<file path="config.mk">
export PLATFORM = sky130hd
export DESIGN_NAME = set_operations_engine
export DESIGN_NICKNAME = d
export VERILOG_FILES = /design/src/hw/rtl/setops_pkg.sv /design/src/hw/rtl/set_operations_engine.sv
export VERILOG_INCLUDE_DIRS = /design/src /design/src/hw/rtl
export SDC_FILE = /design/constraint.sdc
export NUM_CORES = 2
export LEC_CHECK = 0
export ABC_AREA = 1
export BUFFER_PORTS_ARGS = -buffer_cell sky130_fd_sc_hd__buf_4
export CORE_MARGIN = 2
export CORE_UTILIZATION = 60
export CTS_CLUSTER_SIZE = 14
export DETAILED_ROUTE_END_ITERATION = 6
export PLACE_DENSITY = 0.76
export SLEW_MARGIN = 20
export SYNTH_ARGS = -nofsm -noshare
export SYNTH_HDL_FRONTEND = slang
export SYNTH_SLANG_ARGS = --single-unit
</file>
<file path="constraint.sdc">
create_clock -name clk -period 11.9 [get_ports clk]
set_input_delay 2.975 -clock clk [delete_from_list [all_inputs] [get_ports clk]]
set_output_delay 2.975 -clock clk [all_outputs]
set_load 0.005 [all_outputs]
</file>
<file path="src/hw/rtl/set_operations_engine_defines.svh">
// Assertion macros for the set operations engine.
// Included by set_operations_engine.sv; no other dependencies.
`ifndef SET_OPERATIONS_ENGINE_DEFINES_SVH
`define SET_OPERATIONS_ENGINE_DEFINES_SVH

// Same-cycle implication, disabled during reset.
`define SOE_ASSERT_NOW(label, clk, rst_n, ante, cons) \
    label: assert property (@(posedge clk) disable iff (!rst_n) (ante) |-> (cons)) \
        else $error("set_operations_engine: same-cycle check failed");

// Next-cycle implication, disabled during reset.
`define SOE_ASSERT_NEXT(label, clk, rst_n, ante, cons) \
    label: assert property (@(posedge clk) disable iff (!rst_n) (ante) |=> (cons)) \
        else $error("set_operations_engine: next-cycle check failed");

`endif

</file>
<file path="src/hw/rtl/setops_pkg.sv">
`timescale 1ns / 1ps
// Shared constants for the set operations engine: opcodes and default sizes.
// No dependencies.
package setops_pkg;

    localparam int CAPACITY_DEF      = 32;
    localparam int ELEMENT_WIDTH_DEF = 32;

    localparam int OPCODE_W = 3;

    localparam logic [OPCODE_W-1:0] OP_LOAD_A = 3'd0;
    localparam logic [OPCODE_W-1:0] OP_LOAD_B = 3'd1;
    localparam logic [OPCODE_W-1:0] OP_EQUAL  = 3'd2;
    localparam logic [OPCODE_W-1:0] OP_UNION  = 3'd3;
    localparam logic [OPCODE_W-1:0] OP_ISECT  = 3'd4;
    localparam logic [OPCODE_W-1:0] OP_DIFF   = 3'd5;
    localparam logic [OPCODE_W-1:0] OP_CLEAR  = 3'd6;

endpackage

</file>
<file path="src/hw/rtl/set_operations_engine.sv">
`timescale 1ns / 1ps
// Set operations engine top level: two set stores and the scan sequencer.
// Depends on setops_pkg and set_operations_engine_defines.svh.
//
// Usage:
//   Requests come in on in_valid/in_ready with opcode and element. Load A and
//   load B append element to a set (dropped when the set is full); clear
//   empties both sets. These give no result.
//   Equal, union, intersection and difference produce results on
//   out_valid/out_ready: value, sets_equal, empty_res, last. Equal gives one
//   result; the others give one result per element, or a single empty_res
//   result, with last on the final one.
//   Membership is found with one shared comparator walking the other set,
//   one stored element per cycle (registered memory reads). Union first
//   passes over every element of A, which it emits unchecked.
//   in_ready is low for the whole compute request.
//   A one-entry hold buffer keeps the newest kept element so the final
//   result can carry last. An output register separates the sequencer from
//   the receiver: when out_ready is low the scan stalls only when it needs to
//   hand over another result, and a new request is taken while the final
//   result still waits.
//   Reset clears both set counts and all control state; set memories are not
//   cleared and are only read below their counts.
`include "set_operations_engine_defines.svh"

module set_operations_engine
    import setops_pkg::*;
#(
    parameter int CAPACITY      = CAPACITY_DEF,
    parameter int ELEMENT_WIDTH = ELEMENT_WIDTH_DEF
) (
    input  logic                            clk,
    input  logic                            rst_n,
    input  logic                            in_valid,
    output logic                            in_ready,
    input  logic [OPCODE_W-1:0]             opcode,
    input  logic signed [ELEMENT_WIDTH-1:0] element,
    output logic                            out_valid,
    input  logic                            out_ready,
    output logic signed [ELEMENT_WIDTH-1:0] value,
    output logic                            sets_equal,
    output logic                            empty_res,
    output logic                            last
);

    localparam int CNT_W  = $clog2(CAPACITY + 1);
    localparam int ADDR_W = (CAPACITY > 1) ? $clog2(CAPACITY) : 1;
    localparam logic [CNT_W-1:0] CAP_CNT = CNT_W'(CAPACITY);

    // Sequencer states
    localparam logic [2:0] S_IDLE   = 3'd0;
    localparam logic [2:0] S_OUTER  = 3'd1;  // fetch next element of the outer set
    localparam logic [2:0] S_LATCH  = 3'd2;  // outer element arrives
    localparam logic [2:0] S_SCAN   = 3'd3;  // walk the inner set
    localparam logic [2:0] S_PUSH   = 3'd4;  // kept element into hold buffer
    localparam logic [2:0] S_FINISH = 3'd5;  // final result

    // Set memories
    logic [ELEMENT_WIDTH-1:0] mem_a [CAPACITY];
    logic [ELEMENT_WIDTH-1:0] mem_b [CAPACITY];
    logic [ELEMENT_WIDTH-1:0] a_rd_reg, b_rd_reg;

    logic [2:0]          state_reg, state_next;
    logic [OPCODE_W-1:0] op_reg, op_next;
    logic                phase_reg, phase_next;   // 1: union second pass, B outer
    logic [CNT_W-1:0]    cnt_a_reg, cnt_a_next;
    logic [CNT_W-1:0]    cnt_b_reg, cnt_b_next;
    logic [CNT_W-1:0]    i_reg, i_next;
    logic [CNT_W-1:0]    j_reg, j_next;
    logic                cmp_v_reg, cmp_v_next;
    logic                eq_reg, eq_next;
    logic [ELEMENT_WIDTH-1:0] key_reg, key_next;
    logic [ELEMENT_WIDTH-1:0] cand_reg, cand_next;
    logic [ELEMENT_WIDTH-1:0] pend_reg, pend_next;
    logic                pend_v_reg, pend_v_next;

    logic                out_valid_reg, out_valid_next;
    logic [ELEMENT_WIDTH-1:0] value_reg, value_next;
    logic                eq_out_reg, eq_out_next;
    logic                empty_reg, empty_next;
    logic                last_reg, last_next;

    logic                in_fire;
    logic                we_a, we_b;
    logic                rd_x_en, rd_y_en;
    logic                rd_a_en, rd_b_en;
    logic [ADDR_W-1:0]   rd_a_addr, rd_b_addr;
    logic [CNT_W-1:0]    x_cnt, y_cnt;
    logic [ELEMENT_WIDTH-1:0] x_rd, y_rd;
    logic                hit, miss_done, found, keep, slot_free;

    assign in_ready  = (state_reg == S_IDLE);
    assign in_fire   = in_valid && in_ready;
    assign slot_free = !out_valid_reg || out_ready;

    // Outer set is A except on the union second pass.
    assign x_cnt = phase_reg ? cnt_b_reg : cnt_a_reg;
    assign y_cnt = phase_reg ? cnt_a_reg : cnt_b_reg;
    assign x_rd  = phase_reg ? b_rd_reg : a_rd_reg;
    assign y_rd  = phase_reg ? a_rd_reg : b_rd_reg;

    assign hit       = cmp_v_reg && (y_rd == key_reg);
    assign miss_done = !hit && (j_reg == y_cnt);
    assign found     = hit;
    assign keep      = (op_reg == OP_ISECT) ? found : !found;

    assign rd_x_en = (state_reg == S_OUTER) && (i_reg < x_cnt);
    assign rd_y_en = (state_reg == S_SCAN) && !hit && !miss_done;

    assign rd_a_en   = phase_reg ? rd_y_en : rd_x_en;
    assign rd_b_en   = phase_reg ? rd_x_en : rd_y_en;
    assign rd_a_addr = phase_reg ? j_reg[ADDR_W-1:0] : i_reg[ADDR_W-1:0];
    assign rd_b_addr = phase_reg ? i_reg[ADDR_W-1:0] : j_reg[ADDR_W-1:0];

    assign we_a = in_fire && (opcode == OP_LOAD_A) && (cnt_a_reg < CAP_CNT);
    assign we_b = in_fire && (opcode == OP_LOAD_B) && (cnt_b_reg < CAP_CNT);

    always_ff @(posedge clk)
    begin
        if (we_a)
        begin
            mem_a[cnt_a_reg[ADDR_W-1:0]] <= element;
        end
        if (we_b)
        begin
            mem_b[cnt_b_reg[ADDR_W-1:0]] <= element;
        end
        if (rd_a_en)
        begin
            a_rd_reg <= mem_a[rd_a_addr];
        end
        if (rd_b_en)
        begin
            b_rd_reg <= mem_b[rd_b_addr];
        end
    end

    always_comb
    begin
        state_next     = state_reg;
        op_next        = op_reg;
        phase_next     = phase_reg;
        cnt_a_next     = cnt_a_reg;
        cnt_b_next     = cnt_b_reg;
        i_next         = i_reg;
        j_next         = j_reg;
        cmp_v_next     = cmp_v_reg;
        eq_next        = eq_reg;
        key_next       = key_reg;
        cand_next      = cand_reg;
        pend_next      = pend_reg;
        pend_v_next    = pend_v_reg;
        out_valid_next = out_valid_reg && !out_ready;
        value_next     = value_reg;
        eq_out_next    = eq_out_reg;
        empty_next     = empty_reg;
        last_next      = last_reg;

        unique case (state_reg)
            S_IDLE:
            begin
                if (in_fire)
                begin
                    op_next    = opcode;
                    phase_next = 1'b0;
                    i_next     = '0;
                    unique case (opcode)
                        OP_LOAD_A:
                        begin
                            if (we_a)
                            begin
                                cnt_a_next = cnt_a_reg + CNT_W'(1);
                            end
                        end
                        OP_LOAD_B:
                        begin
                            if (we_b)
                            begin
                                cnt_b_next = cnt_b_reg + CNT_W'(1);
                            end
                        end
                        OP_CLEAR:
                        begin
                            cnt_a_next = '0;
                            cnt_b_next = '0;
                        end
                        OP_EQUAL:
                        begin
                            eq_next    = (cnt_a_reg == cnt_b_reg);
                            state_next = (cnt_a_reg == cnt_b_reg) ? S_OUTER : S_FINISH;
                        end
                        OP_UNION, OP_ISECT, OP_DIFF:
                        begin
                            state_next = S_OUTER;
                        end
                        default:
                        begin
                            // undefined opcode: no effect
                        end
                    endcase
                end
            end

            S_OUTER:
            begin
                if (i_reg < x_cnt)
                begin
                    state_next = S_LATCH;
                end
                else if (op_reg == OP_UNION && !phase_reg)
                begin
                    phase_next = 1'b1;
                    i_next     = '0;
                end
                else
                begin
                    state_next = S_FINISH;
                end
            end

            S_LATCH:
            begin
                key_next   = x_rd;
                cand_next  = x_rd;
                j_next     = '0;
                cmp_v_next = 1'b0;
                // union first pass emits every element of A unchecked
                state_next = (op_reg == OP_UNION && !phase_reg) ? S_PUSH : S_SCAN;
            end

            S_SCAN:
            begin
                if (hit || miss_done)
                begin
                    cmp_v_next = 1'b0;
                    if (op_reg == OP_EQUAL)
                    begin
                        if (!found)
                        begin
                            eq_next    = 1'b0;
                            state_next = S_FINISH;
                        end
                        else
                        begin
                            i_next     = i_reg + CNT_W'(1);
                            state_next = S_OUTER;
                        end
                    end
                    else if (keep)
                    begin
                        state_next = S_PUSH;
                    end
                    else
                    begin
                        i_next     = i_reg + CNT_W'(1);
                        state_next = S_OUTER;
                    end
                end
                else
                begin
                    j_next     = j_reg + CNT_W'(1);
                    cmp_v_next = 1'b1;
                end
            end

            S_PUSH:
            begin
                if (!pend_v_reg)
                begin
                    pend_next   = cand_reg;
                    pend_v_next = 1'b1;
                    i_next      = i_reg + CNT_W'(1);
                    state_next  = S_OUTER;
                end
                else if (slot_free)
                begin
                    out_valid_next = 1'b1;
                    value_next     = pend_reg;
                    eq_out_next    = 1'b0;
                    empty_next     = 1'b0;
                    last_next      = 1'b0;
                    pend_next      = cand_reg;
                    i_next         = i_reg + CNT_W'(1);
                    state_next     = S_OUTER;
                end
            end

            S_FINISH:
            begin
                if (slot_free)
                begin
                    out_valid_next = 1'b1;
                    last_next      = 1'b1;
                    if (op_reg == OP_EQUAL)
                    begin
                        value_next  = '0;
                        eq_out_next = eq_reg;
                        empty_next  = 1'b0;
                    end
                    else if (pend_v_reg)
                    begin
                        value_next  = pend_reg;
                        eq_out_next = 1'b0;
                        empty_next  = 1'b0;
                    end
                    else
                    begin
                        value_next  = '0;
                        eq_out_next = 1'b0;
                        empty_next  = 1'b1;
                    end
                    pend_v_next = 1'b0;
                    state_next  = S_IDLE;
                end
            end

            default:
            begin
                state_next = S_IDLE;
            end
        endcase
    end

    always_ff @(posedge clk or negedge rst_n)
    begin
        if (!rst_n)
        begin
            state_reg     <= S_IDLE;
            op_reg        <= OP_LOAD_A;
            phase_reg     <= 1'b0;
            cnt_a_reg     <= '0;
            cnt_b_reg     <= '0;
            i_reg         <= '0;
            j_reg         <= '0;
            cmp_v_reg     <= 1'b0;
            eq_reg        <= 1'b0;
            pend_v_reg    <= 1'b0;
            out_valid_reg <= 1'b0;
        end
        else
        begin
            state_reg     <= state_next;
            op_reg        <= op_next;
            phase_reg     <= phase_next;
            cnt_a_reg     <= cnt_a_next;
            cnt_b_reg     <= cnt_b_next;
            i_reg         <= i_next;
            j_reg         <= j_next;
            cmp_v_reg     <= cmp_v_next;
            eq_reg        <= eq_next;
            pend_v_reg    <= pend_v_next;
            out_valid_reg <= out_valid_next;
        end
    end

    // Payload registers
    always_ff @(posedge clk)
    begin
        key_reg    <= key_next;
        cand_reg   <= cand_next;
        pend_reg   <= pend_next;
        value_reg  <= value_next;
        eq_out_reg <= eq_out_next;
        empty_reg  <= empty_next;
        last_reg   <= last_next;
    end

    assign out_valid  = out_valid_reg;
    assign value      = value_reg;
    assign sets_equal = eq_out_reg;
    assign empty_res  = empty_reg;
    assign last       = last_reg;

    // Checks
    `SOE_ASSERT_NOW(a_count_bound, clk, rst_n, 1'b1,
        (cnt_a_reg <= CAP_CNT) && (cnt_b_reg <= CAP_CNT))
    `SOE_ASSERT_NEXT(a_compute_busy, clk, rst_n,
        in_fire && (opcode == OP_EQUAL || opcode == OP_UNION ||
                    opcode == OP_ISECT || opcode == OP_DIFF),
        !in_ready)
    `SOE_ASSERT_NOW(a_hold_drained, clk, rst_n, pend_v_reg, state_reg != S_IDLE)
    `SOE_ASSERT_NOW(a_empty_is_last, clk, rst_n, out_valid && empty_res,
        last && !sets_equal)

endmodule
</file>
# == After elaboration in Yosys (flattened, before gate mapping) ==
# Memories as Yosys holds them, arrays and structs flattened. A register that Yosys moved wholly into a read port is not among the register bits.
# Index checks and enable logic that the tools add are counted.
# word_totals
n_memories,2
ram_bits,2048
reg_bits,134
# memory_table
name,depth,width,rd,rd_ports_with_merged_regs,wr,line_no,text
mem_a,32,32,1,1,1,set_operations_engine.sv:59,logic [ELEMENT_WIDTH-1:0] mem_a [CAPACITY];
mem_b,32,32,1,1,1,set_operations_engine.sv:60,logic [ELEMENT_WIDTH-1:0] mem_b [CAPACITY];
# op_classes
n_mux,78
magnitude_cmp,3
n_addsub,4
eq_ne,36
reduce_logical,40
# ops
op,n
32-bit two-way mux,9
6-bit two-way mux,14
32-bit one-hot mux with 2 select lines,1
3-bit two-way mux,12
6-bit one-hot mux with 2 select lines,3
32-bit == test,1
1-bit two-way mux,26
"6-bit by 1-bit adder with 6-bit output, second input constant",4
6-bit one-hot mux with 4 select lines,1
"3-bit by 2-bit == test with 1-bit output, second input constant",6
"3-bit == test, second input constant",6
3-bit one-hot mux with 6 select lines,1
"2-bit inequality test, second input constant",8
1-bit one-hot mux with 2 select lines,8
4-bit AND reduction,4
6-bit == test,2
1-bit logical AND,12
"6-bit less-than comparator, second input constant",2
"2-bit by 1-bit inequality test with 1-bit output, second input constant",6
6-bit AND reduction,2
2-bit nonzero test,6
5-bit two-way mux,2
"3-bit inequality test, second input constant",3
2-bit AND reduction,4
other kinds (11),18

# == Depth between registers and ports, before layout ==
# logic_depth
ltp_word,9
depth_mapped,19

# == Worst setup path after synthesis ==
# Ideal clock, no wire load.
# synth_path
kind,input-to-reg
start,input port in_valid
end,"memory mem_b[31][0] in the netlist's numbering, enable pin"
path_stages,6
arrival_ps,5091
setup_time_ps,422
t_required_ps,11478
slack_ps,6386
cell_sequence,nand2_1 -> nor2_1 -> nand3_1 -> inv_1 -> nand2_1 -> nor2_1
# synth_via
elab_chain_cells,5
# synth_rtl
element,line_no,text
from (decl),set_operations_engine.sv:34,"input logic in_valid,"
1-bit logical AND,set_operations_engine.sv:93,assign in_fire = in_valid && in_ready;
1-bit logical AND (2 in series),set_operations_engine.sv:116,assign we_b = in_fire && (opcode == OP_LOAD_B) && (cnt_b_reg < CAP_CNT);
1-bit two-way mux,set_operations_engine.sv:124,if (we_b)
1-bit two-way mux (not written as such),set_operations_engine.sv:126,mem_b[cnt_b_reg[ADDR_W-1:0]] <= element;
to (decl),set_operations_engine.sv:60,
# Every way passes these cells.

# == Worst setup path in the final report ==
# layout_path
start,input port in_valid
end,"memory mem_b[6][31] in the netlist's numbering, enable pin"
# Same word-level chain as after synthesis.

==> summary.md <==
| Metric | Value |
|---|---|
| Share of cells above drive strength 1 | 0.0784 |
| Final Wtd Congestion | 0.969 |
| Yosys top cell by area | edfxtp_1 |
| Endpoints failing hold | 0 |
| Die area | 151000 µm² |
| Worst Hold Path EP | state_reg[0] |
| Pin count of the biggest net entering global routing | 212 |
| Hpwl dp | 134000 µm |
| Post-Syn Area | 88700 µm² |
| Vias per cell | 6.62 |
| Critical path's most frequent cell | nand2_1 |
| Final wirelength | 243000 µm |
| Via Count | 57000 |
| Hold_buf cts | 0 |
| Sequential-to-total area share from yosys stat | 0.758 |
| Max Transition Viols Final | 0 |
| Root Driver | clkbuf_16 |
| Syn Nets | 6669 |
| Async S/R FF share, synth | 0.0156 |
| Drt pass-1 iters | 7 |
| Cell variety after synth | 43 |
| Worst-Skew Late Latency | 850 ps |
| Power Dens Cells | 215 nW/µm² |
| Avg WL per Cell | 28.3 µm |
| Reg2Reg Setup Slack | 6620 ps |
| Antenna violations before repair | 6 |
| Number of max-cap violations | 0 |
| Startpoint of the worst register-to-register path | phase_reg |
| Slew HR | 0.228 |
| CP Max Fanout | 32 |
| RSZ-0062 raised after global routing | no |
| Layout fillers | 9785 |
| Vias in the first global route | 53000 |
| Status | finished, violations left |
| Post-CTS setup buffers | 0 |
| FF-to-FF End | b_rd_reg[22] |
| Die Wd | 388 µm |
| Rows | 141 |
| Clock slew at reported path FFs | 60 ps |
| Post-layout min period | 5350 ps |
| Area delta synth->final | 10.1% |
| Setup CP Type | in -> reg |
| Slew @ Worst Pin | 1160 ps |
| Final Instance Area | 97600 µm² |
| Initial DRC count | 10000 |
| TritonCTS clock tree | yes |
| Sum Neg Setup Slack | 0 ps |
| Syn. warnings | 0 |
| CP Data Arrival Time | 5800 ps |
| Core Area | 147000 µm² |
| F_max | 187 MHz |
| Failing checks | design-rule violations |
| Overall Power | 21.0 mW |
| Critical Path RT | 12350 ps |
| #FFs+latches synth | 2246 |
| Syn Area/Cell | 13.4 µm² |
| Initial Utilization | 0.602 |
| R2R depth | 12 |
| Clk_skew | 23.1 ps |
| Leak Pwr | 31.0 nW |
| Hold_sp | state_reg[0] |
| Worst setup path startpoint | in_valid |
| Longest Clk Path Bufs | 3 |
| Final hold slack | 483 ps |
| Number of enable flip-flop cells after synthesis | 2211 |
| Dominant cells by area after synthesis | edfxtp_1 75%, o21ai_0 6.0%, nor2_1 5.4% |
| Peak supply drop | 0.213 mV |
| Crit path buffers/inverters | 2 |
| H-tree Lvls | 4 |
| Total GRT Usage | 0.318 |
| Crit end category | register |
| Fin nets | 6560 |
| Worst hold path stage count | 2 |
| Synth top area share | 0.749 |
| Final setup vio count | 0 |
| Crit path launch type | input port |
| Ratio of final minimum period to clock period | 0.450 |
| DRC viols | 1 |
| Global-route wire length before repair | 350000 µm |
| Clock sink count | 2246 |
| Residual overflow from global routing | 0 |
| Slowest stage delay, CP | 1170 ps |
| Post-route ant nets | 0 |
| Main flop type after synthesis | edfxtp_1 |
| Critical-path top delay cell | nor2_4 |
| Delay-heaviest family, CP | simple AND/OR/NAND/NOR gates |
| Die Height | 388 µm |
| Total CTS buffers | 212 |
| Synthesized instance count | 6615 |
| I/O pin count | 76 |
| Count of buffers from port buffering | 75 |
| Worst Hold Class | reg -> reg |
| Placed Area | 90900 µm² |
| Quantity of gates resized following cts | 0 |
| Cells along the critical path | buf_4 > nand2_1 > nor2_1 > nand3_1 > inv_1 > nand2_1 > nor2_4 |
==> logic make-up (layout without fill, tap and decap cells) <==
family	after synthesis	in the layout	synth area share
other	0	2	0
AOI/OAI and AO/OA	1815	1815	0.124
and+or+nand+nor	1923	1923	0.0861
DFF	2246	2246	0.758
xor gates and xnor gates	14	14	0.00138
adders and majority gates	15	15	0.00212
buffers and inverters	602	658	0.0277
==> layer usage <==
layer / track usage / wire length [µm]
met5: 0 / 26
met3: 0.0857 / 34400
met2: 0.473 / 109000
met1: 0.451 / 88900
met4: 0.130 / 10600
==> cells in the mapped netlist, types with 2 or more instances <==
| library cell | number |
|---|---|
| edfxtp_1 | 2211 |
| nor2_1 | 1279 |
| o21ai_0 | 1071 |
| nand2_1 | 382 |
| o221ai_1 | 379 |
| clkbuf_1 | 312 |
| nand3_1 | 217 |
| o22ai_1 | 137 |
| inv_1 | 134 |
| buf_2 | 125 |
| o211ai_1 | 81 |
| a31oi_1 | 65 |
| o21ai_1 | 51 |
| dfrtp_1 | 35 |
| a21oi_1 | 18 |
| nand4_1 | 16 |
| ha_1 | 15 |
| xor2_1 | 11 |
| buf_1 | 10 |
| inv_2 | 10 |
| buf_4 | 8 |
| nand3b_1 | 7 |
| nor3_1 | 7 |
| o21ai_2 | 4 |
| and3_1 | 3 |
| nor3b_1 | 3 |
| xnor2_1 | 3 |
| a21boi_0 | 2 |
| a21o_1 | 2 |
| buf_6 | 2 |
| nand3_2 | 2 |
| nor4_1 | 2 |
==> worst max path at each step <==
stage                    end  depth (start not counted)  slack (ps)
4_1_cts         mem_b[16][9]                          7        6710
5_1_grt         mem_b[6][23]                          7        6480
6_report        mem_b[6][31]                          7        6550
3_3_place_gp   mem_b[31][15]                          7        5680
3_5_place_dp    mem_b[16][5]                          7        5830
2_1_floorplan   mem_b[31][0]                          6        6390
==> power breakdown <==
part | total (mW) | leakage, nW | internal, mW | switching [mW]
clock | 6.53 | 3.26 | 3.68 | 2.85
sequential | 9.29 | 20.4 | 9.05 | 0.239
combinational | 5.13 | 7.40 | 1.26 | 3.87
==> through the flow <==
step           cells  setup slack, ps   util
2_1_floorplan   6615             6390      -
3_3_place_gp    8219             5680  0.617
3_5_place_dp    8221             5830  0.617
4_1_cts         8600             6710  0.663
5_1_grt         8602             6480  0.663
6_report        8603             6550  0.663
==> placed cells by master, fill, tap and decap left out, types with 11 or more instances in the layout <==
cell / Yosys / routed
edfxtp_1: 2211 / 2211
nor2_1: 1279 / 1213
o21ai_0: 1071 / 1067
nand2_1: 382 / 382
o221ai_1: 379 / 379
clkbuf_16: 0 / 219
nand3_1: 217 / 217
o22ai_1: 137 / 137
inv_1: 134 / 132
buf_4: 8 / 123
o211ai_1: 81 / 81
a31oi_1: 65 / 65
nor2_4: 0 / 64
clkbuf_1: 312 / 51
o21ai_1: 51 / 48
clkinv_1: 1 / 40
clkinv_2: 0 / 37
dfrtp_1: 35 / 34
a21oi_1: 18 / 17
nand4_1: 16 / 16
ha_1: 15 / 15
bufinv_16: 0 / 14
o21ai_4: 1 / 11
xor2_1: 11 / 11
==> worst min-delay path: cells and delay by family (launching register included) <==
family | cells | cell delay [ps]
DFF | 1 | 340
and+or+nand+nor | 2 | 100
==> cell type report <==
| class | count | area, µm² | share of cell area |
|---|---|---|---|
| antenna | 2 | 5.00 | 0.0000513 |
| sequential | 2246 | 67300 | 0.689 |
| tap | 1930 | 2410 | 0.0247 |
| clock inverter | 105 | 933 | 0.00956 |
| multi-input combinational | 3767 | 19500 | 0.200 |
| timing repair buffer | 134 | 1170 | 0.0119 |
| clock buffer | 274 | 5730 | 0.0587 |
| inverter | 145 | 574 | 0.00588 |
No activity file was read; power rests on OpenSTA's default activity.
